`config.mk`:
```
export PLATFORM = sky130hd
export DESIGN_NAME = frinv_cmdq
export DESIGN_NICKNAME = d
export VERILOG_FILES = /design/src/hw/rtl/frinv_pkg.sv /design/src/hw/rtl/frinv_cmdq.sv
export SDC_FILE = /design/constraint.sdc
export NUM_CORES = 1
export LEC_CHECK = 0
export ABC_AREA = 1
export BUFFER_PORTS_ARGS = -buffer_cell sky130_fd_sc_hd__buf_2
export CORE_ASPECT_RATIO = 1.75
export CORE_MARGIN = 2
export CORE_UTILIZATION = 40
export CTS_CLUSTER_SIZE = 24
export DETAILED_ROUTE_END_ITERATION = 10
export SLEW_MARGIN = 20
export SYNTH_ARGS = -nofsm -noshare
export SYNTH_HDL_FRONTEND = slang
export SYNTH_SLANG_ARGS = --single-unit
export TNS_END_PERCENT = 10
```
`constraint.sdc`:
```
create_clock -name clk -period 5.2 [get_ports clk]
set_input_delay 0.26 -clock clk [delete_from_list [all_inputs] [get_ports clk]]
set_output_delay 0.26 -clock clk [all_outputs]
set_load 0.1 [all_outputs]
```
`src/hw/rtl/frinv_pkg.sv`:
```
// Package for the framebuffer rectangle invert block: payload structs, op and
// command codes, and size constants. No dependencies.
`default_nettype none

package frinv_pkg;

	localparam int DEF_STRIDE_BYTES = 20;
	localparam int DEF_FRAME_ROWS   = 144;

	// Widest store address over the parameter range (32 x 256 bytes).
	localparam int ADDR_W = 13;
	// Byte column within a row (up to 32 bytes).
	localparam int COL_W  = 5;
	// Width that holds the store size itself.
	localparam int SIZE_W = ADDR_W + 1;

	localparam int CMDQ_DEPTH = 2;

	localparam logic [1:0] OP_INVERT = 2'd0;
	localparam logic [1:0] OP_WRITE  = 2'd1;
	localparam logic [1:0] OP_READ   = 2'd2;

	localparam logic [1:0] K_NOP    = 2'd0;
	localparam logic [1:0] K_WRITE  = 2'd1;
	localparam logic [1:0] K_READ   = 2'd2;
	localparam logic [1:0] K_INVERT = 2'd3;

	typedef struct packed {
		logic [1:0]  op;
		logic [7:0]  rect_x;
		logic [7:0]  rect_y;
		logic [7:0]  rect_w;
		logic [7:0]  rect_h;
		logic [11:0] byte_addr;
		logic [7:0]  byte_data;
	} in_t;

	typedef struct packed {
		logic [7:0] read_data;
		logic       status;
		logic [7:0] dirty_first_row;
		logic [7:0] dirty_rows;
	} res_t;

	// Classified command passed from front to back.
	typedef struct packed {
		logic [1:0]        kind;
		logic [ADDR_W-1:0] addr;       // byte address, or row base for an invert
		logic [7:0]        data;
		logic [COL_W-1:0]  first_col;
		logic [COL_W-1:0]  last_col;
		logic [7:0]        lead_mask;  // already merged when span fits one byte
		logic [7:0]        tail_mask;
		logic [7:0]        rows;
		res_t              res;
	} cmd_t;

endpackage

`default_nettype wire

```
`src/hw/rtl/frinv_cmdq.sv`:
```
// Short command queue between the front classifier and the back sequencer.
// Depends on frinv_pkg.
`default_nettype none

module frinv_cmdq import frinv_pkg::*; (
	input  wire       clk,
	input  wire       arst_n,
	input  wire       wr,
	input  wire cmd_t wr_cmd,
	output logic      full,
	input  wire       rd,
	output cmd_t      head,
	output logic      empty
);

	localparam int PTR_W = (CMDQ_DEPTH > 1) ? $clog2(CMDQ_DEPTH) : 1;
	localparam int CNT_W = $clog2(CMDQ_DEPTH + 1);

	cmd_t             slot_q [CMDQ_DEPTH];
	logic [PTR_W-1:0] wptr_q;
	logic [PTR_W-1:0] rptr_q;
	logic [CNT_W-1:0] count_q;
	logic             do_wr;
	logic             do_rd;

	assign full  = (count_q == CNT_W'(CMDQ_DEPTH));
	assign empty = (count_q == '0);
	assign head  = slot_q[rptr_q];
	assign do_wr = wr && !full;
	assign do_rd = rd && !empty;

	always_ff @(posedge clk or negedge arst_n) begin
		if (!arst_n) begin
			wptr_q  <= '0;
			rptr_q  <= '0;
			count_q <= '0;
		end else begin
			if (do_wr) begin
				wptr_q <= (wptr_q == PTR_W'(CMDQ_DEPTH - 1)) ? '0 : wptr_q + 1'b1;
			end
			if (do_rd) begin
				rptr_q <= (rptr_q == PTR_W'(CMDQ_DEPTH - 1)) ? '0 : rptr_q + 1'b1;
			end
			if (do_wr && !do_rd) begin
				count_q <= count_q + 1'b1;
			end else if (do_rd && !do_wr) begin
				count_q <= count_q - 1'b1;
			end
		end
	end

	always_ff @(posedge clk) begin
		if (do_wr) begin
			slot_q[wptr_q] <= wr_cmd;
		end
	end

endmodule

`default_nettype wire

```
# --- Word level (Yosys, flattened, before mapping) ---
# Memory sizes are Yosys's and may differ from the RTL's.
# Cells that the tools add are included.
totals:
  mem_bits_rw: 164
  inputBits: 86
  elab_cells: 25
  register_bits: 4
  mem_count: 1
  out_inout_bits: 84
memory_table:
  columns: ["memory", "depth", "width", "read_ports", "rd_clocked_by_memory_dff", "wr", "line_no", "text"]
  rows:
  - ["slot_q", 2, 82, 1, 0, 1, "frinv_cmdq.sv:19", "cmd_t slot_q [CMDQ_DEPTH];"]
op_classes:
  n_mux: 6
  eq_ne: 1
  addsub: 4
  reduce_logical: 10
op_table:
  columns: ["operator", "count"]
  rows:
  - ["$logic_and 1x1->1", 4]
  - ["$logic_not 1->1", 4]
  - ["$mux 1", 4]
  - ["$mux 2", 2]
  - ["$add 1x1->1 const B", 2]
  - ["$add 2x1->2 const B", 1]
  - ["$eq 2x2->1 const B", 1]
  - ["$logic_not 2->1", 1]
  - ["$reduce_bool 2->1", 1]
  - ["$sub 2x1->2 const B", 1]

# --- Logic depth before layout (Yosys ltp) ---
# Gate-level depths: netlist of the first run.
logic_depth:
  depth_word: 7
  depth_mapped: 9
  depth_no_buf: 9

# --- Least setup slack after synthesis of the first run ---
# Ideal clock, no wire load.
synth_path:
  kind: "register -> register"
  from: "register count_q[1]"
  to: "memory slot_q[1][0] in the netlist's numbering (enable)"
  t_arrival_ps: 4006
  required_time_ps: 4677
  n_path_buf: 0
  setup_slack_ps: 671
  setup_ps: 523
  period_less_slack_ps: 4529
  path_stages_with_launch: 4
  cell_sequence: "dfrtp_1 inv_1 o21ai_0 nor2_1"
synth_via:
  elab_chain_cells: 5
synth_lines:
  columns: ["item", "line_no", "text"]
  rows:
  - ["from (decl)", "frinv_cmdq.sv:22", "logic [CNT_W-1:0] count_q;"]
  - ["from (signal assigned)", "frinv_cmdq.sv:45", "count_q <= count_q + 1'b1;"]
  - ["from (signal assigned)", "frinv_cmdq.sv:47", "count_q <= count_q - 1'b1;"]
  - ["$eq 2x2->1", "frinv_cmdq.sv:26", "assign full = (count_q == CNT_W'(CMDQ_DEPTH));"]
  - ["$logic_not 1->1", "frinv_cmdq.sv:29", "assign do_wr = wr && !full;"]
  - ["$logic_and 1x1->1", "frinv_cmdq.sv:29", null]
  - ["$mux 1", "frinv_cmdq.sv:53", "if (do_wr) begin"]
  - ["$mux 1 (not written as such)", "frinv_cmdq.sv:54", "slot_q[wptr_q] <= wr_cmd;"]
  - ["to (decl)", "frinv_cmdq.sv:19", null]
# No other way between the ends.

==> flow_metrics.env, run 1 <==
export IMPL_min_period_over_period_pct=53.58
export IMPL_seq_area_frac_synth_pct=80.77
export IMPL_status="finished clean"
export IMPL_cpPeakStageDelay_ns=0.53
export IMPL_drv_slew=0
export IMPL_cpMostUsedCell="nand2_1"
export IMPL_grt_overflow_total=0
export IMPL_fp_dieArea_sq_um=16610
export IMPL_synth_warnings=0
export IMPL_tightestPinTransition_ns=0.8999
export IMPL_fin_nets=723
export IMPL_avgSynthCellArea_sq_um=13.52
export IMPL_syn_nets=547
export IMPL_finalSetupViolations=0
export IMPL_routed_wl_um=12810
export IMPL_cap_violations=0
export IMPL_grt_pass1_wl_um=19920
export IMPL_cts_root_buf="clkbuf_16"
export IMPL_rsz0062_at_grt="no"
export IMPL_maxSlewHeadroom_pct=40.00
export IMPL_io_pins=170
export IMPL_die_h_um=169.0
export IMPL_cts_buffers=17
export IMPL_grt_pass1_vias=4158
export IMPL_ys_seq_elements=168
export IMPL_synthDistinctLibCells=16
export IMPL_clock_path_buffers=2
export IMPL_routed_via_density=4.687
export IMPL_firstDrtPassIters=4
export IMPL_synthesis_area_sq_um=6221
export IMPL_period_needed_ns=2.786
export IMPL_finalHoldViolations=0
export IMPL_final_cell_mix="255 x nand2_1, 169 x buf_2, 164 x edfxtp_1"
export IMPL_crit_required_ns=4.94
export IMPL_hold_path_class="primary input to flip-flop"
export IMPL_syn_inst=460
export IMPL_wl_per_cell_um=15.34
export IMPL_critPathKind="flip-flop to output pin"
export IMPL_antennaDiodeCount=0
export IMPL_path_clk_slew_ns=0.07
export IMPL_slowest_stage="inv_2"
export IMPL_start_kind="flip-flop"
export IMPL_dr_first_iter_drc_count=105
export IMPL_ant_nets=0
export IMPL_critPathTopFamily="buffers and inverters"
export IMPL_critPathBufInv=3
export IMPL_drc_errors=0
export IMPL_fin_util_pct=50.83
export IMPL_core_sq_um=15310
export IMPL_tns_ns=0
export IMPL_endpoint_kind="output pin"
export IMPL_final_common_cell="nand2_1"
export IMPL_portBuffers=169
export IMPL_cts_tree="yes"
export IMPL_drive_gt1_share_pct=32.36
export IMPL_cts_num_sinks=168
export IMPL_grt_usage_pct=15.62
export IMPL_antenna_found_initial=2
export IMPL_start_util_pct=40.62
export IMPL_ctsResizeCount=0
export IMPL_insertion_delay_ns=0.41
export IMPL_cts_htree_levels=4
export IMPL_fp_row_count=60
export IMPL_gp_congestion=0.7801
export IMPL_grt_max_degree=84
export IMPL_cp_arrival_ns=2.53
export IMPL_cp_max_fo=43
export IMPL_clock_skew_ns=0.01012
export IMPL_dp_hpwl_um=8257
export IMPL_vias=3914
export IMPL_crit_path_cell_trace="inv_2, buf_4, nand2_1, nand2_1, buf_2"
export IMPL_fmax_mhz=358.9
export IMPL_area_growth_pct=25.12
export IMPL_die_w_um=98.27
## through the flow
step	instances	hold slack, ns	setup slack [ns]	area (sq um)
6_report	835	0.03316	2.414	7784
5_1_grt	835	0.01255	2.204	7784
4_1_cts	835	0.005033	2.313	7784
3_5_place_dp	802	0.07469	2.771	7206
3_3_place_gp	802	0.06956	2.820	7206
2_1_floorplan	460	-0.03559	0.6715	6221
## metal layers
layer  vias up  global-route usage, %  share of wire (%)
met4         4                  8.577                3.3
li1       1905                      -                  -
met2       117                  28.71                 55
met3        29                  4.088                5.1
met1      1859                  15.86                 36
met5         -                      0               0.17
## sequential cells by signal, indices dropped and copies added, names as in the netlist
register,count
slot_q,164
count_q,2
rptr_q,1
wptr_q,1
## what timing repair did
item,in CTS,in global routing
endpoints found under the hold margin,4,0
setup buffers,0,0
hold buffers,1,0
## worst register-to-register path, stage by stage (launching register included)
cell      delay [ns]
dfrtp_1         0.41
inv_1           0.12
nor2_2          0.05
nor2_1          0.15
nand2_1         0.10
clkinv_2        0.50
buf_4           0.63
## layout make-up
cell class	instances	area, sq um
Fill cell	1363	7531
Sequential cell	168	5026
Multi-Input combinational cell	266	1032
Timing Repair Buffer	175	893.4
Clock buffer	17	425.4
Tap cell	186	232.7
Clock inverter	15	142.6
Inverter	8	31.28
## synthesized netlist by cell type
cell type | count | area (sq um)
nand4_1 | 1 | 6.260
xnor2_1 | 1 | 8.760
buf_2 | 8 | 40.04
dfrtp_1 | 4 | 100.1
nor2_2 | 1 | 6.260
inv_2 | 1 | 3.750
inv_1 | 7 | 26.28
nand3b_1 | 1 | 7.510
edfxtp_1 | 164 | 4925
buf_4 | 3 | 22.52
nand2_1 | 255 | 957.2
o21ai_0 | 2 | 10.01
buf_6 | 7 | 78.83
ha_1 | 1 | 12.51
nor2_1 | 3 | 11.26
nand3_1 | 1 | 5.000
## worst paths after layout
| kind | from | slack [ns] | cells past startpoint | endpoint |
|---|---|---|---|---|
| worst max-delay path | rptr_q$_DFFE_PN0P_ | 2.41 | 5 | head[61] |
| worst min-delay path | wr_cmd[3] | 0.03 | 1 | slot_q[0][3]$_DFFE_PP_ |
| worst max register to register | count_q[1]$_DFFE_PN0P_ | 2.84 | 6 | slot_q[0][4]$_DFFE_PP_ |
| worst min register to register | wptr_q$_DFFE_PN0P_ | 0.49 | 2 | wptr_q$_DFFE_PN0P_ |
| min in group asynchronous | arst_n | 0.19 | 2 | count_q[0]$_DFFE_PN0P_ |
| max in group asynchronous | arst_n | 4.87 | 2 | rptr_q$_DFFE_PN0P_ |
## logic make-up after synthesis
logic type               share of synthesized area [%]
XOR/XNOR                                        0.1408
AND/OR/NAND/NOR                                  15.97
adder cells (fa/ha/maj)                         0.2011
buffers and inverters                            2.756
AO/OA/AOI/OAI                                   0.1609
flip-flops                                       80.77
Power of run 1 is left out: the tool's default activity adds up to more than one toggle a clock period on the data nets, which glitch-free logic cannot reach.
==> inputs of run 2 (changes only) <==
- ABC_AREA: 1 -> 0
- clock period: 5.2 -> 2.7 ns (I/O delays scaled with it)
==> flow_metrics.env, run 2 <==
export IMPL_cp_max_fo=34
export IMPL_largest_reg_flops=164
export IMPL_synth_warnings=0
export IMPL_path_clk_slew_ns=0.07
export IMPL_ant_nets=0
export IMPL_synthFlopType="edfxtp_1"
export IMPL_ys_seq_elements=168
export IMPL_period_needed_ns=2.241
export IMPL_io_pins=170
export IMPL_postCtsSetupRepairBufs=0
export IMPL_cts_root_buf="clkbuf_16"
export IMPL_yosys_area_top_type_share_pct=76.19
export IMPL_fin_area_sq_um=8871
export IMPL_die_w_um=100.1
export IMPL_fin_nets=629
export IMPL_synth_largest_area_cell="edfxtp_1"
export IMPL_grt_max_degree=50
export IMPL_portBuffers=169
export IMPL_routed_via_density=4.633
export IMPL_dp_hpwl_um=7927
export IMPL_grt_usage_pct=14.09
export IMPL_drc_errors=0
export IMPL_syn_inst=274
export IMPL_antenna_found_initial=0
export IMPL_final_cell_mix="169 x buf_2, 164 x edfxtp_1, 83 x dlygate4sd3_1"
export IMPL_endpoint_kind="output pin"
export IMPL_yosys_top_cells_area="edfxtp_1 76%, mux2_4 16%, buf_12 2.2%"
export IMPL_maxSlewHeadroom_pct=54.71
export IMPL_regMostFlops="slot_q"
export IMPL_drive_gt1_share_pct=52.43
export IMPL_start_kind="flip-flop"
export IMPL_firstDrtPassIters=4
export IMPL_seq_area_frac_synth_pct=77.74
export IMPL_core_sq_um=15880
export IMPL_grt_pass1_vias=3678
export IMPL_netlist_top_cells_count="164 x edfxtp_1, 70 x mux2_4, 12 x mux2_2"
export IMPL_synthesis_area_sq_um=6464
export IMPL_die_h_um=172.2
export IMPL_crit_required_ns=2.57
export IMPL_min_period_over_period_pct=83.02
export IMPL_synthDistinctLibCells=16
export IMPL_syn_nets=361
export IMPL_antennaDiodeCount=0
export IMPL_r2r_slack_ns=0.90
export IMPL_insertion_delay_ns=0.41
export IMPL_cts_buffers=17
export IMPL_avgSynthCellArea_sq_um=23.59
export IMPL_fp_row_count=61
export IMPL_yosysMostFrequentCell="edfxtp_1"
export IMPL_tightestPinTransition_ns=0.6793
export IMPL_critPathKind="flip-flop to output pin"
export IMPL_final_common_cell="buf_2"
export IMPL_cts_tree="yes"
export IMPL_fp_dieArea_sq_um=17230
export IMPL_start_util_pct=40.72
export IMPL_finalHoldViolations=0
export IMPL_gp_congestion=0.6962
export IMPL_cp_arrival_ns=2.11
export IMPL_cts_num_sinks=168
export IMPL_finalSetupViolations=0
export IMPL_hold_path_class="primary input to asynchronous set/reset pin"
export IMPL_routed_wl_um=12320
export IMPL_rsz0062_at_grt="no"
export IMPL_dr_first_iter_drc_count=108
export IMPL_drv_slew=0
export IMPL_clock_skew_ns=0.01085
export IMPL_grt_pass1_wl_um=17880
export IMPL_r2r_start="count_q[0]$_DFFE_PN0P_"
export IMPL_grt_overflow_total=0
export IMPL_fmax_mhz=446.1
export IMPL_wl_per_cell_um=16.55
export IMPL_clock_path_buffers=2
export IMPL_synth_edf_count=164
export IMPL_vias=3447
export IMPL_area_growth_pct=37.24
export IMPL_status="finished clean"
export IMPL_place_area_sq_um=7476
export IMPL_cts_htree_levels=4
export IMPL_timing_rr_end="slot_q[0][79]$_DFFE_PP_"
export IMPL_tns_ns=0
export IMPL_reg_largest_list="slot_q: 164 flops, count_q: 2 flops"
export IMPL_rr_worst_depth=4
export IMPL_cap_violations=0
export IMPL_ys_async_sr_fraction_pct=2.381
==> run 2: cell count changes after synthesis, moves of 2 or more <==
cell and delta:
buf_12 +7, buf_2 -7, buf_4 -3, buf_6 -6, inv_1 -5, mux2_2 +12
mux2_4 +70, nand2_1 -254, xnor2_1 +2, xor2_1 +2
==> run 2: layout make-up <==
cell class	instances	area, sq um
clock buffers	19	442.9
clock inverters	13	121.4
fillers	1265	7004
inverters	2	7.507
multi-input cells	95	1287
flip-flops and latches	168	5029
well taps	189	236.5
repair buffers	258	1747
==> run 2: critical path, cell delays in order (launching register included) <==
cell and delay [ns]:
dfrtp_4 0.69, buf_12 0.31, mux2_4 0.22, buf_2 0.42
==> run 2: through the flow <==
stage	util [%]	cells	hold slack (ns)	setup slack, ns
2_1_floorplan	-	274	-0.1606	-0.2614
3_3_place_gp	47.09	629	-0.05087	0.8711
3_5_place_dp	47.09	629	-0.04938	0.8530
5_1_grt	55.88	744	0.05107	0.3752
6_report	55.88	744	0.06399	0.4586
4_1_cts	55.88	744	0.04653	0.3918
==> run 2: repair_timing <==
item / in CTS / in global routing
hold buffers: 83 / 0
hold endpoints to repair: 168 / 0
resized for setup: 0 / 0
==> run 2: routing by layer <==
layer | vias to the layer above | GRT usage [%] | share of wire (%) | wire [um]
met1 | 1709 | 13.33 | 35 | 4356
met5 | - | 0 | 0 | 0
met2 | 104 | 27.67 | 59 | 7250
met3 | 18 | 3.032 | 3.6 | 446
li1 | 1616 | - | - | -
met4 | 0 | 7.266 | 2.1 | 263
==> run 2: how the worst max path moves through the flow <==
stage / from / to / slack [ns]
floorplan: count_q[0]$_DFFE_PN0P_ / slot_q[1][0]$_DFFE_PP_ / -0.26
global placement: rptr_q$_DFFE_PN0P_ / head[60] / 0.87
detailed placement: rptr_q$_DFFE_PN0P_ / head[59] / 0.85
CTS: rptr_q$_DFFE_PN0P_ / head[59] / 0.39
global route: rptr_q$_DFFE_PN0P_ / head[59] / 0.38
finish: rptr_q$_DFFE_PN0P_ / head[68] / 0.46
==> run 2: kinds of logic (layout without fill, tap and decap cells) <==
logic type               count (synthesis)  in the layout  synth area share [%]
buffers and inverters                   11            292                 2.536
AND/OR/NAND/NOR                          6              6                0.4259
adder cells (fa/ha/maj)                  1              1                0.1935
XOR/XNOR                                 5              5                0.6776
flip-flops                             168            168                 77.74
multiplexers                            82             82                 18.35
AO/OA/AOI/OAI                            1              1               0.07736
Power of run 2 is left out for the same reason.
