### src/hw/rtl/frinv_pkg.sv
// Package for the framebuffer rectangle invert block: payload structs, op and
// command codes, and size constants. No dependencies.
`default_nettype none

package frinv_pkg;

	localparam int DEF_STRIDE_BYTES = 20;
	localparam int DEF_FRAME_ROWS   = 144;

	// Widest store address over the parameter range (32 x 256 bytes).
	localparam int ADDR_W = 13;
	// Byte column within a row (up to 32 bytes).
	localparam int COL_W  = 5;
	// Width that holds the store size itself.
	localparam int SIZE_W = ADDR_W + 1;

	localparam int CMDQ_DEPTH = 2;

	localparam logic [1:0] OP_INVERT = 2'd0;
	localparam logic [1:0] OP_WRITE  = 2'd1;
	localparam logic [1:0] OP_READ   = 2'd2;

	localparam logic [1:0] K_NOP    = 2'd0;
	localparam logic [1:0] K_WRITE  = 2'd1;
	localparam logic [1:0] K_READ   = 2'd2;
	localparam logic [1:0] K_INVERT = 2'd3;

	typedef struct packed {
		logic [1:0]  op;
		logic [7:0]  rect_x;
		logic [7:0]  rect_y;
		logic [7:0]  rect_w;
		logic [7:0]  rect_h;
		logic [11:0] byte_addr;
		logic [7:0]  byte_data;
	} in_t;

	typedef struct packed {
		logic [7:0] read_data;
		logic       status;
		logic [7:0] dirty_first_row;
		logic [7:0] dirty_rows;
	} res_t;

	// Classified command passed from front to back.
	typedef struct packed {
		logic [1:0]        kind;
		logic [ADDR_W-1:0] addr;       // byte address, or row base for an invert
		logic [7:0]        data;
		logic [COL_W-1:0]  first_col;
		logic [COL_W-1:0]  last_col;
		logic [7:0]        lead_mask;  // already merged when span fits one byte
		logic [7:0]        tail_mask;
		logic [7:0]        rows;
		res_t              res;
	} cmd_t;

endpackage

`default_nettype wire

### src/hw/rtl/frinv_front.sv
// Front classifier: checks bounds, builds edge masks and row base per request.
// Depends on frinv_pkg.
`default_nettype none

module frinv_front import frinv_pkg::*; #(
	parameter int STRIDE_BYTES = DEF_STRIDE_BYTES,
	parameter int FRAME_ROWS   = DEF_FRAME_ROWS
) (
	input  wire in_t  item,
	output cmd_t      cmd
);

	localparam int DEPTH = STRIDE_BYTES * FRAME_ROWS;

	logic [8:0]  sum_x;
	logic [8:0]  sum_y;
	logic [7:0]  end_x;
	logic        outside;
	logic        empty_rect;
	logic        addr_ok;
	logic [COL_W-1:0] first_col;
	logic [COL_W-1:0] last_col;
	logic [7:0]  fmask;
	logic [7:0]  lmask;

	always_comb begin
		sum_x      = {1'b0, item.rect_x} + {1'b0, item.rect_w};
		sum_y      = {1'b0, item.rect_y} + {1'b0, item.rect_h};
		end_x      = 8'(sum_x - 9'd1);
		outside    = (sum_x > 9'(STRIDE_BYTES * 8)) || (sum_y > 9'(FRAME_ROWS));
		empty_rect = (item.rect_w == 8'd0) || (item.rect_h == 8'd0);
		addr_ok    = {2'b00, item.byte_addr} < SIZE_W'(DEPTH);
		first_col  = COL_W'(item.rect_x[7:3]);
		last_col   = COL_W'(end_x[7:3]);
		fmask      = 8'hFF >> item.rect_x[2:0];
		lmask      = 8'hFF << (3'd7 - end_x[2:0]);

		cmd            = '0;
		cmd.data       = item.byte_data;
		cmd.first_col  = first_col;
		cmd.last_col   = last_col;
		cmd.lead_mask  = (first_col == last_col) ? (fmask & lmask) : fmask;
		cmd.tail_mask  = lmask;
		cmd.rows       = item.rect_h;

		case (item.op)
			OP_INVERT: begin
				if (!empty_rect) begin
					if (outside) begin
						cmd.res.status = 1'b1;
					end else begin
						cmd.kind                = K_INVERT;
						cmd.addr                = ADDR_W'({5'b0, item.rect_y}
						                          * ADDR_W'(STRIDE_BYTES));
						cmd.res.dirty_first_row = item.rect_y;
						cmd.res.dirty_rows      = item.rect_h;
					end
				end
			end
			OP_WRITE: begin
				if (addr_ok) begin
					cmd.kind = K_WRITE;
					cmd.addr = ADDR_W'(item.byte_addr);
				end
			end
			OP_READ: begin
				if (addr_ok) begin
					cmd.kind = K_READ;
					cmd.addr = ADDR_W'(item.byte_addr);
				end
			end
			default: begin
				cmd.kind = K_NOP;
			end
		endcase
	end

endmodule

`default_nettype wire

### config.mk
export PLATFORM = sky130hd
export DESIGN_NAME = frinv_front
export DESIGN_NICKNAME = d
export VERILOG_FILES = /design/src/hw/rtl/frinv_pkg.sv /design/src/hw/rtl/frinv_front.sv
export SDC_FILE = /design/constraint.sdc
export NUM_CORES = 1
export LEC_CHECK = 0
export BUFFER_PORTS_ARGS = -buffer_cell sky130_fd_sc_hd__buf_2
export CAP_MARGIN = 10
export CELL_PAD_IN_SITES_DETAIL_PLACEMENT = 1
export CELL_PAD_IN_SITES_GLOBAL_PLACEMENT = 1
export CORE_ASPECT_RATIO = 0.5
export CORE_UTILIZATION = 27
export DETAILED_ROUTE_END_ITERATION = 10
export PLACE_DENSITY_LB_ADDON = 0.1
export SYNTH_ARGS = -nofsm -noshare
export SYNTH_HDL_FRONTEND = slang
export SYNTH_SLANG_ARGS = --single-unit
### constraint.sdc
create_clock -name vclk -period 2.5
set_clock_uncertainty 0.05 [all_clocks]
set_input_delay 0.125 -clock vclk [all_inputs]
set_output_delay 0.125 -clock vclk [all_outputs]
set_load 0.03 [all_outputs]
==> After elaboration in Yosys (flattened, before gate mapping) <==
Index checks and enable logic that the tools add are counted.
{ "op_classes": {"magnitude_cmp": 3, "eq_ne": 3, "bitwise": 1, "n_addsub": 4, "n_mul": 1, "div_mod_pow": 0, "n_mux": 11, "shifts": 2, "reduce_logical": 5} }
{ "op_table": {"columns": ["operator", "n"], "rows": [
  ["$mux 15", 3],
  ["$pmux 13 s3", 1],
  ["$mux 17", 2],
  ["$add 8x8->9", 2],
  ["$gt 9x8->1 const B", 2],
  ["$logic_not 8->1", 2],
  ["$mux 16", 1],
  ["$mux 14", 1],
  ["$lt 12x12->1 const B", 1],
  ["$mul 8x3->11 const B", 1],
  ["$and 8x8->8", 1],
  ["$mux 8", 1],
  ["$shl 8x3->8 const A", 1],
  ["$shr 8x3->8 const A", 1],
  ["$sub 8x1->8 const B", 1],
  ["$pmux 2 s3", 1],
  ["$eq 5x5->1", 1],
  ["$sub 3x3->3 const A", 1],
  ["$eq 2x1->1 const B", 1],
  ["$eq 2x2->1 const B", 1],
  ["$logic_not 2->1", 1],
  ["$logic_or 1x1->1", 2],
  ["$mux 1", 1]
]} }
{ "totals": {"memories": 0, "reg_bits": 0, "latch_bits": 0, "ram_bits": 0, "mem_bits_ro": 0, "elab_cells": 30} }

==> Longest topological paths before layout <==
Gate-level depths: netlist of the first run.
{ "depth": {"depth_word": 6, "depth_mapped": 12, "depth_no_buf": 11} }

==> Worst setup path after synthesis of the first run <==
No wires, ideal clock.
{ "synth_timing": {"path_type": "input to output", "start": "in item[28] (netlist name)", "end": "out cmd[46] (netlist name)", "arrival_ns": 3.179, "path_slack_ns": -0.854, "stages": 12, "n_path_buf": 1, "required_time_ns": 2.325, "path_cell_list": "ha_1 inv_1 fa_1 nand2b_1 a21oi_1 xor2_2 nor3_2 xnor2_2 xnor2_1 and2_1 clkbuf_1 a311oi_1"} }
{ "synth_lines": {"columns": ["item", "line", "text"], "rows": [
  ["start: declaration", "frinv_front.sv:9", "input wire in_t item,"],
  ["end: declaration", "frinv_front.sv:10", "output cmd_t cmd"]
]} }

==> run_results.csv, run 1 <==
group,metric,value,unit
worst_setup_path,cp_max_fo,6,
floorplanning,dieWidth,126,um
final_layout,layout-drive-gt1-share,0.602,
sta,period_needed,3.02,ns
synthesis,ys_types,54,
sta,finalCritPeriodShare,1.21,
final_layout,final_cell_mix,"buf_2 (69), buf_4 (65), buf_6 (48), ha_1 (32), inv_1 (21)",
floorplanning,die_h,64.1,um
final_layout,multi_input_comb_area,0.00219,sq mm
sta,finalHoldViolations,0,
worst_setup_path,crit_chain,"buf_8 -> ha_4 -> inv_2 -> fa_2 -> nand2b_4 -> a21o_1 -> a211oi_2 -> buf_4 -> o21ai_2 -> a2111o_1 -> nor4_4 -> buf_4 -> clkbuf_16 -> a22o_4 -> buf_6",
power,leakage,1.93,nW
route,vias,2531,
worst_setup_path,critPathMaxStageDelay,0.47,ns
grt,grt.overflow.total,0,
place,hpwl,6290,um
grt,grt_use_total,0.192,
route,drtPass1Iterations,4,
worst_setup_path,setup.worst_path.class,"primary input to output port",
final_layout,register_area,0,sq um
synthesis,seq_area_frac_synth,0,
final_layout,clkbuf_count,0,
worst_setup_path,worst_path_most_repeated_cell,"buf_4",
sta,slew_headroom,0.668,
route,final_antenna_net_count,0,
status,status,"complete, but fails checks",
worst_setup_path,setup.worst_path.start_class,"primary input",
final_layout,antenna_cells,0,
sta,setup_violations,37,
route,finalWirelength,7650,um
floorplanning,core_area,0.00740,sq mm
floorplanning,io_pins,136,
worst_setup_path,crit_arrival,2.85,ns
worst_setup_path,crit_required,2.33,ns
route,drtIter0Drc,67,
grt,antenna_found_initial,0,
worst_setup_path,end_kind,"output port",
sta,rsz0062_at_grt,"yes",
route,wl_per_cell,14.5,um
final_layout,num-fill-cells,879,
final_layout,nNetsFinal,525,
route,via_per_inst,4.81,
synthesis,synth_cells,270,
synthesis,synth.cell_area,0.00208,sq mm
synthesis,syn_area_per_cell,7.72,sq um
grt,first_global_vias,2803,
sta,hold_ws,0.200,ns
place,routabilityCongestion,0.721,
worst_setup_path,cp_slowest_cell,"a2111o_1",
grt,grt_max_degree,12,
power,ir_drop,0.157,mV
final_layout,layout_commonest_cell,"buf_2",
status,violations,"negative setup slack",
floorplanning,die_area,0.00810,sq mm
sta,clock.fmax,331,MHz
route,drcViolationCount,0,
flow_run,max_cap_violations,0,
grt,grt_pass1_wl,12900,um
sta,slew_viol_final,0,
floorplanning,start_util,0.282,
hold_path,hold_path_class,"primary input to output port",
place,numPortBuffers,111,
sta,fin_setup_tns,-17.27,ns
final_layout,syn_to_final_growth,85.1,%
sta,worst_pin_slew,0.494,ns
clocking,holdBufCountCts,0,
synthesis,yosysWarnings,0,
floorplanning,fp-row-count,22,
power,p_per_area,346,mW/mm^2
final_layout,seq_cell_count,0,
sta,setup_ws,-0.522,ns
-- cell type report --
cell class,instances,share of cell area
Inverter,22,0.0214
Multi-Input combinational cell,221,0.568
Tap cell,96,0.0311
Timing Repair Buffer,187,0.379
-- cells by family (layout without fill, tap and decap cells) --
| group | Yosys count | after routing | synth area share |
|---|---|---|---|
| xor+xnor | 24 | 24 | 0.108 |
| buf+inv | 56 | 209 | 0.160 |
| fa+ha+maj | 39 | 39 | 0.245 |
| mux | 1 | 1 | 0.00480 |
| compound gates | 77 | 77 | 0.269 |
| simple gates | 71 | 71 | 0.210 |
| other cells | 2 | 9 | 0.00360 |
-- metal layers --
layer  global-route usage  up-vias  wire length (um)
li1                     -     1262                 -
met1                0.216     1190              3280
met2                0.410       73              4060
met3              0.00838        6               257
met4               0.0196        0                58
met5                    0        -                 0
-- power by group --
group / total [W] / switching [W] / internal (W)
Clock: 0 / 0 / 0
Combinational: 0.00133 / 0.000727 / 0.000606
Sequential: 0 / 0 / 0
Total: 0.00133 / 0.000727 / 0.000606
-- timing repair --
| action | 4_1_cts | 5_1_grt |
|---|---|---|
| cloned | 1 | 1 |
| pin swaps | 19 | 15 |
| gates resized for setup | 100 | 27 |
| endpoints found under the setup margin | 37 | 38 |
| setup buffers | 6 | 5 |
-- critical path: cells and delay by family --
family,cells,cell delay (ns)
AOI/OAI and AO/OA,5,1.04
buffers and inverters,6,0.71
and+or+nand+nor,2,0.47
adders and majority gates,2,0.49
-- stage by stage --
stage	cell area (sq um)	setup WS (ns)	instances	power, W	utilization
CTS	3730	-0.515	521	0.00129	0.504
finish	3860	-0.522	526	0.00133	0.521
detailed placement	3310	-0.649	514	0.00117	0.447
floorplan	2390	-0.342	277	0.000798	-
global route	3860	-0.631	526	0.00144	0.521
global placement	3310	-0.603	514	0.00113	0.447
-- cells in the mapped netlist, drive strengths merged, types with 5 or more instances --
cell type,count,area [sq um]
inv,22,82.6
buf,33,246
and2,15,93.8
nand3,5,25.0
nor4,6,52.6
xnor2,16,148
ha,36,450
a21oi,16,87.6
a21o,12,90.1
nor2,10,37.5
a22o,8,70.1
o21ai,9,45.0
nand2,5,18.8
and3,7,43.8
xor2,8,77.6
nand2b,7,43.8
-- path summary, 6_finish.rpt --
| kind | from | end | depth (start not counted) |
|---|---|---|---|
| max | item[44] | cmd[75] | 15 |
| min | item[1] | cmd[60] | 0 |
(Power assumes the default switching activity.)
==> run 2: changes to the inputs <==
--- a/config.mk
+++ b/config.mk
@@ -5,6 +5,7 @@
 export SDC_FILE = /design/constraint.sdc
 export NUM_CORES = 1
 export LEC_CHECK = 0
+export ABC_AREA = 1
 export BUFFER_PORTS_ARGS = -buffer_cell sky130_fd_sc_hd__buf_2
 export CAP_MARGIN = 10
 export CELL_PAD_IN_SITES_DETAIL_PLACEMENT = 1
==> run 2 against run 1 <==
The run still ends with negative setup slack left. Via count increased by 17%. Critical path depth increased by 1. Design area decreased by 7.5%. Flip-flop and latch count unchanged. Worst hold slack about the same. Synthesized cell count increased by 55%. Sequential share of layout area unchanged. Core utilization decreased by 11 points. Die area increased by 16%. Total power decreased by 17%. Wire length increased by 6.4%. Area after synthesis increased by 16%. Critical path type unchanged. Critical endpoint is now cmd[9].
==> run_results.csv, run 2 <==
group,metric,value,unit
status,status,"complete, but fails checks",
status,violations,"negative setup slack",
hold_path,hold_path_class,"primary input to output port",
place,routabilityCongestion,0.818,
worst_setup_path,cp_max_fo,6,
place,placed_area,0.00313,sq mm
route,wl_per_cell,12.4,um
final_layout,num-fill-cells,1199,
final_layout,antenna_cells,0,
route,via_per_inst,4.52,
grt,antenna_found_initial,0,
synthesis,synth_area_leaders,"ha_1 (19%), nand2_1 (17%), inv_1 (11%)",
synthesis,synthTopCellsByCount,"nand2_1 (109), inv_1 (68), ha_1 (36)",
hold_path,worstHoldEndpoint,"cmd[60]",
route,finalWirelength,8140,um
final_layout,register_area,0,sq um
sta,rsz0062_at_grt,"yes",
final_layout,layout-drive-gt1-share,0.402,
route,vias,2971,
final_layout,layout_commonest_cell,"nand2_1",
synthesis,yosysWarnings,0,
place,hpwl,6680,um
sta,setup_ws,-0.0991,ns
final_layout,syn_to_final_growth,47.2,%
power,ir_drop,0.170,mV
worst_setup_path,end_kind,"output port",
route,final_antenna_net_count,0,
sta,slew_viol_final,0,
synthesis,synth_top_area_frac,0.186,
grt,grt_pass1_wl,13200,um
power,p_per_area,311,mW/mm^2
worst_setup_path,setup.worst_path.class,"primary input to output port",
hold_path,hold_start,"item[1]",
final_layout,seq_cell_count,0,
sta,finalCritPeriodShare,1.04,
floorplanning,dieWidth,136,um
synthesis,yosysMostFrequentCell,"nand2_1",
sta,clock.fmax,385,MHz
route,drcViolationCount,0,
grt,grt_max_degree,14,
synthesis,seq_area_frac_synth,0,
synthesis,synth_cells,419,
power,leakage,2.01,nW
grt,first_global_vias,2881,
hold_path,whs_path_depth,0,
floorplanning,io_pins,136,
synthesis,syn_area_per_cell,5.79,sq um
worst_setup_path,setup.worst_path.start,"item[28]",
final_layout,fin_area,0.00357,sq mm
floorplanning,core_area,0.00871,sq mm
route,drtPass1Iterations,4,
flow_run,max_cap_violations,0,
final_layout,nNetsFinal,635,
floorplanning,die_h,69.0,um
worst_setup_path,crit_arrival,2.42,ns
worst_setup_path,setup.worst_path.start_class,"primary input",
sta,setup_violations,30,
final_layout,multi_input_comb_area,0.00215,sq mm
floorplanning,start_util,0.278,
place,numPortBuffers,111,
grt,grt.overflow.total,0,
sta,slew_headroom,0.439,
floorplanning,fp-row-count,24,
route,drtIter0Drc,64,
synthesis,synth.cell_area,0.00242,sq mm
final_layout,clkbuf_count,0,
grt,grt_use_total,0.169,
sta,finalHoldViolations,0,
sta,period_needed,2.60,ns
synthesis,ys_types,33,
sta,worst_pin_slew,0.842,ns
floorplanning,die_area,0.00939,sq mm
worst_setup_path,crit_required,2.33,ns
synthesis,yosysTopAreaCell,"ha_1",
final_layout,final_cell_mix,"nand2_1 (94), buf_2 (72), inv_1 (65), buf_4 (48), ha_1 (34)",
sta,fin_setup_tns,-0.970,ns
-- run 2: metrics by stage --
step,utilization,power (W),setup WS [ns],hold slack [ns],cells
floorplan,-,0.000732,-0.0289,0.312,426
global placement,0.360,0.000972,-0.162,0.200,647
detailed placement,0.360,0.000980,-0.239,0.200,647
CTS,0.389,0.00108,-0.103,0.200,656
global route,0.410,0.00122,-0.207,0.200,657
finish,0.410,0.00111,-0.0991,0.200,657
-- run 2: layout make-up --
type,count,area share
inverter,69,0.0733
multi-input combinational,324,0.603
tap,117,0.0410
timing repair buffer,147,0.283
-- run 2: worst max-delay path, stage by stage --
cell	delay, ns
buf_6	0.08
ha_4	0.13
inv_2	0.04
fa_2	0.57
ha_4	0.16
inv_4	0.04
nor2_4	0.15
nand3_2	0.12
nand2_1	0.10
a21oi_2	0.07
nor2_4	0.12
buf_12	0.14
nand4_1	0.15
buf_4	0.20
inv_1	0.04
clkbuf_4	0.17
-- run 2: repair_timing --
| action | 4_1_cts | 5_1_grt |
|---|---|---|
| setup buffers | 6 | 1 |
| hold buffers | 0 | 0 |
| gates cloned | 3 | 0 |
| pin swaps | 20 | 23 |
| resized for setup | 53 | 68 |
| endpoints found under the setup margin | 36 | 37 |
-- run 2: per-layer routing --
metal / track usage / share of wire / up-vias
li1: - / - / 1556
met1: 0.228 / 0.47 / 1346
met2: 0.311 / 0.49 / 65
met3: 0.00368 / 0.036 / 4
met4: 0.00494 / 0.0016 / 0
met5: 0 / 0 / -
-- run 2: where the power goes --
part / switching, W / leakage [nW] / internal [W]
Sequential: 0 / 0 / 0
Clock: 0 / 0 / 0
Combinational: 0.000698 / 2.01 / 0.000411
Total: 0.000698 / 2.01 / 0.000411
-- run 2: kinds of logic after synthesis --
group,synth area share
AO/OA/AOI/OAI,0.0934
XOR/XNOR,0.0289
adder cells (fa/ha/maj),0.211
buffers and inverters,0.214
other,0.00310
AND/OR/NAND/NOR,0.450
-- run 2: worst max path at each step --
stage / slack [ns] / end
6_report: -0.1 / cmd[9]
3_5_place_dp: -0.24 / cmd[45]
4_1_cts: -0.10 / cmd[42]
2_1_floorplan: -0.03 / cmd[42]
5_1_grt: -0.21 / cmd[9]
3_3_place_gp: -0.16 / cmd[79]
==> run 3: changes to the inputs <==
==> constraint.sdc (replaced) <==
create_clock -name vclk -period 2.5
set_clock_uncertainty 0.05 [all_clocks]
set_input_delay 0.25 -clock vclk [all_inputs]
set_output_delay 0.25 -clock vclk [all_outputs]
set_load 0.03 [all_outputs]
==> run 3 against run 2 <==
The run still ends with negative setup slack left. Global-route usage rose by 1.8 points. Flip-flop and latch count unchanged. Critical path depth rose by 2. Fmax decreased by 8.8%.
==> run_results.csv, run 3 (synthesis gave the netlist of run 2 again) <==
group,metric,value,unit
sta,setup_violations,37,
grt,grt_pass1_wl,14800,um
worst_setup_path,worst_path_most_repeated_cell,"nand2_2",
sta,finalCritPeriodShare,1.14,
place,numPortBuffers,111,
grt,grt.overflow.total,0,
clocking,holdBufCountCts,0,
grt,first_global_vias,3270,
floorplanning,io_pins,136,
final_layout,seq_cell_count,0,
final_layout,final_core_util,0.495,
final_layout,clkbuf_count,0,
worst_setup_path,critPathMaxStageDelay,0.57,ns
status,status,"complete, but fails checks",
place,placed_area,0.00375,sq mm
place,hpwl,7220,um
worst_setup_path,setup.worst_path.start,"item[28]",
place,routabilityCongestion,0.751,
worst_setup_path,setup.worst_path.start_class,"primary input",
place,pre_cts_slack,-0.575,ns
grt,grt_max_degree,13,
hold_path,hold_path_class,"primary input to output port",
sta,fin_setup_tns,-8.18,ns
route,drcViolationCount,0,
final_layout,nNetsFinal,671,
final_layout,num-fill-cells,1138,
worst_setup_path,crit_required,2.20,ns
worst_setup_path,crit_arrival,2.55,ns
grt,grt_use_total,0.186,
final_layout,final_cell_mix,"nand2_1 (85), buf_2 (69), inv_1 (64), buf_4 (64), buf_6 (47)",
worst_setup_path,crit_chain,"buf_8 -> ha_4 -> inv_2 -> fa_2 -> ha_4 -> inv_4 -> nor2_4 -> nand3_2 -> nor2_4 -> nand2_2 -> nand2_2 -> nand3b_1 -> nand2_2 -> nand2_4 -> nor2_8 -> nand2_2 -> nand2_4 -> buf_6",
route,dr_wl_met3,218,um
final_layout,antenna_cells,0,
route,met2WireLength,4400,um
grt,antenna_found_initial,0,
route,wl_per_cell,12.4,um
final_layout,layout-drive-gt1-share,0.497,
sta,slew_viol_final,0,
route,via_per_inst,4.47,
route,final_antenna_net_count,0,
status,violations,"negative setup slack",
floorplanning,dieWidth,136,um
route,m1WireLength,3960,um
worst_setup_path,cp-endpoint,"cmd[43]",
power,leakage,2.31,nW
sta,period_needed,2.85,ns
route,finalWirelength,8590,um
sta,setup_ws,-0.351,ns
worst_setup_path,setup.worst_path.class,"primary input to output port",
power,ir_drop,0.204,mV
route,vias,3101,
floorplanning,die_h,69.0,um
flow_run,max_cap_violations,0,
route,top_layer,"met4",
worst_setup_path,cp_slowest_cell,"fa_2",
power,p_per_area,306,mW/mm^2
floorplanning,start_util,0.278,
sta,rsz0062_at_grt,"yes",
final_layout,register_area,0,sq um
sta,clock.fmax,351,MHz
worst_setup_path,cp_max_fo,7,
final_layout,syn_to_final_growth,77.9,%
final_layout,fin_area,0.00431,sq mm
route,drtPass1Iterations,4,
worst_setup_path,end_kind,"output port",
floorplanning,core_area,0.00871,sq mm
sta,finalHoldViolations,0,
floorplanning,fp-row-count,24,
floorplanning,die_area,0.00939,sq mm
final_layout,layout_commonest_cell,"nand2_1",
route,drtIter0Drc,47,
[run 3: report_power, final]
group	switching (W)	total, W	internal, W
sequential	0	0	0
clock	0	0	0
combinational	0.000775	0.00132	0.000546
[run 3: critical path, delay by kind of cell]
family / cells / cell delay, ns
adder cells (fa/ha/maj): 3 / 0.86
AND/OR/NAND/NOR: 11 / 1.15
buffers and inverters: 4 / 0.27
[run 3: how the worst min path moves through the flow]
stage               cells after the start     start  slack, ns       to
floorplan                               1  item[44]       0.56  cmd[48]
global placement                        0   item[1]       0.45  cmd[60]
detailed placement                      0   item[1]       0.45  cmd[60]
CTS                                     0   item[1]       0.45  cmd[60]
global route                            0   item[7]       0.45  cmd[66]
finish                                  0   item[2]       0.45  cmd[61]
[run 3: layout make-up]
type | instances | area [sq um] | share of cell area
inverters | 69 | 265 | 0.0615
multi-input cells | 322 | 2450 | 0.568
well taps | 117 | 146 | 0.0339
repair buffers | 185 | 1450 | 0.337
[run 3: repair_timing]
action / 4_1_cts / 5_1_grt
buffers inserted: 3 / 5
pin swaps: 18 / 7
resized for setup: 123 / 15
gates cloned: 1 / 0
endpoints found under the setup margin: 42 / 40
[run 3: stage by stage]
stage               power (W)  instances  hold slack (ns)
finish                0.00132        693            0.450
floorplan            0.000802        426            0.562
global route          0.00144        693            0.450
global placement      0.00113        685            0.450
CTS                   0.00130        689            0.450
detailed placement    0.00115        685            0.450
[run 3: routing by layer]
| layer | GRT usage | vias up |
|---|---|---|
| met3 | 0.00147 | 2 |
| met1 | 0.234 | 1412 |
| li1 | - | 1626 |
| met5 | 0 | - |
| met2 | 0.371 | 61 |
| met4 | 0.00247 | 0 |
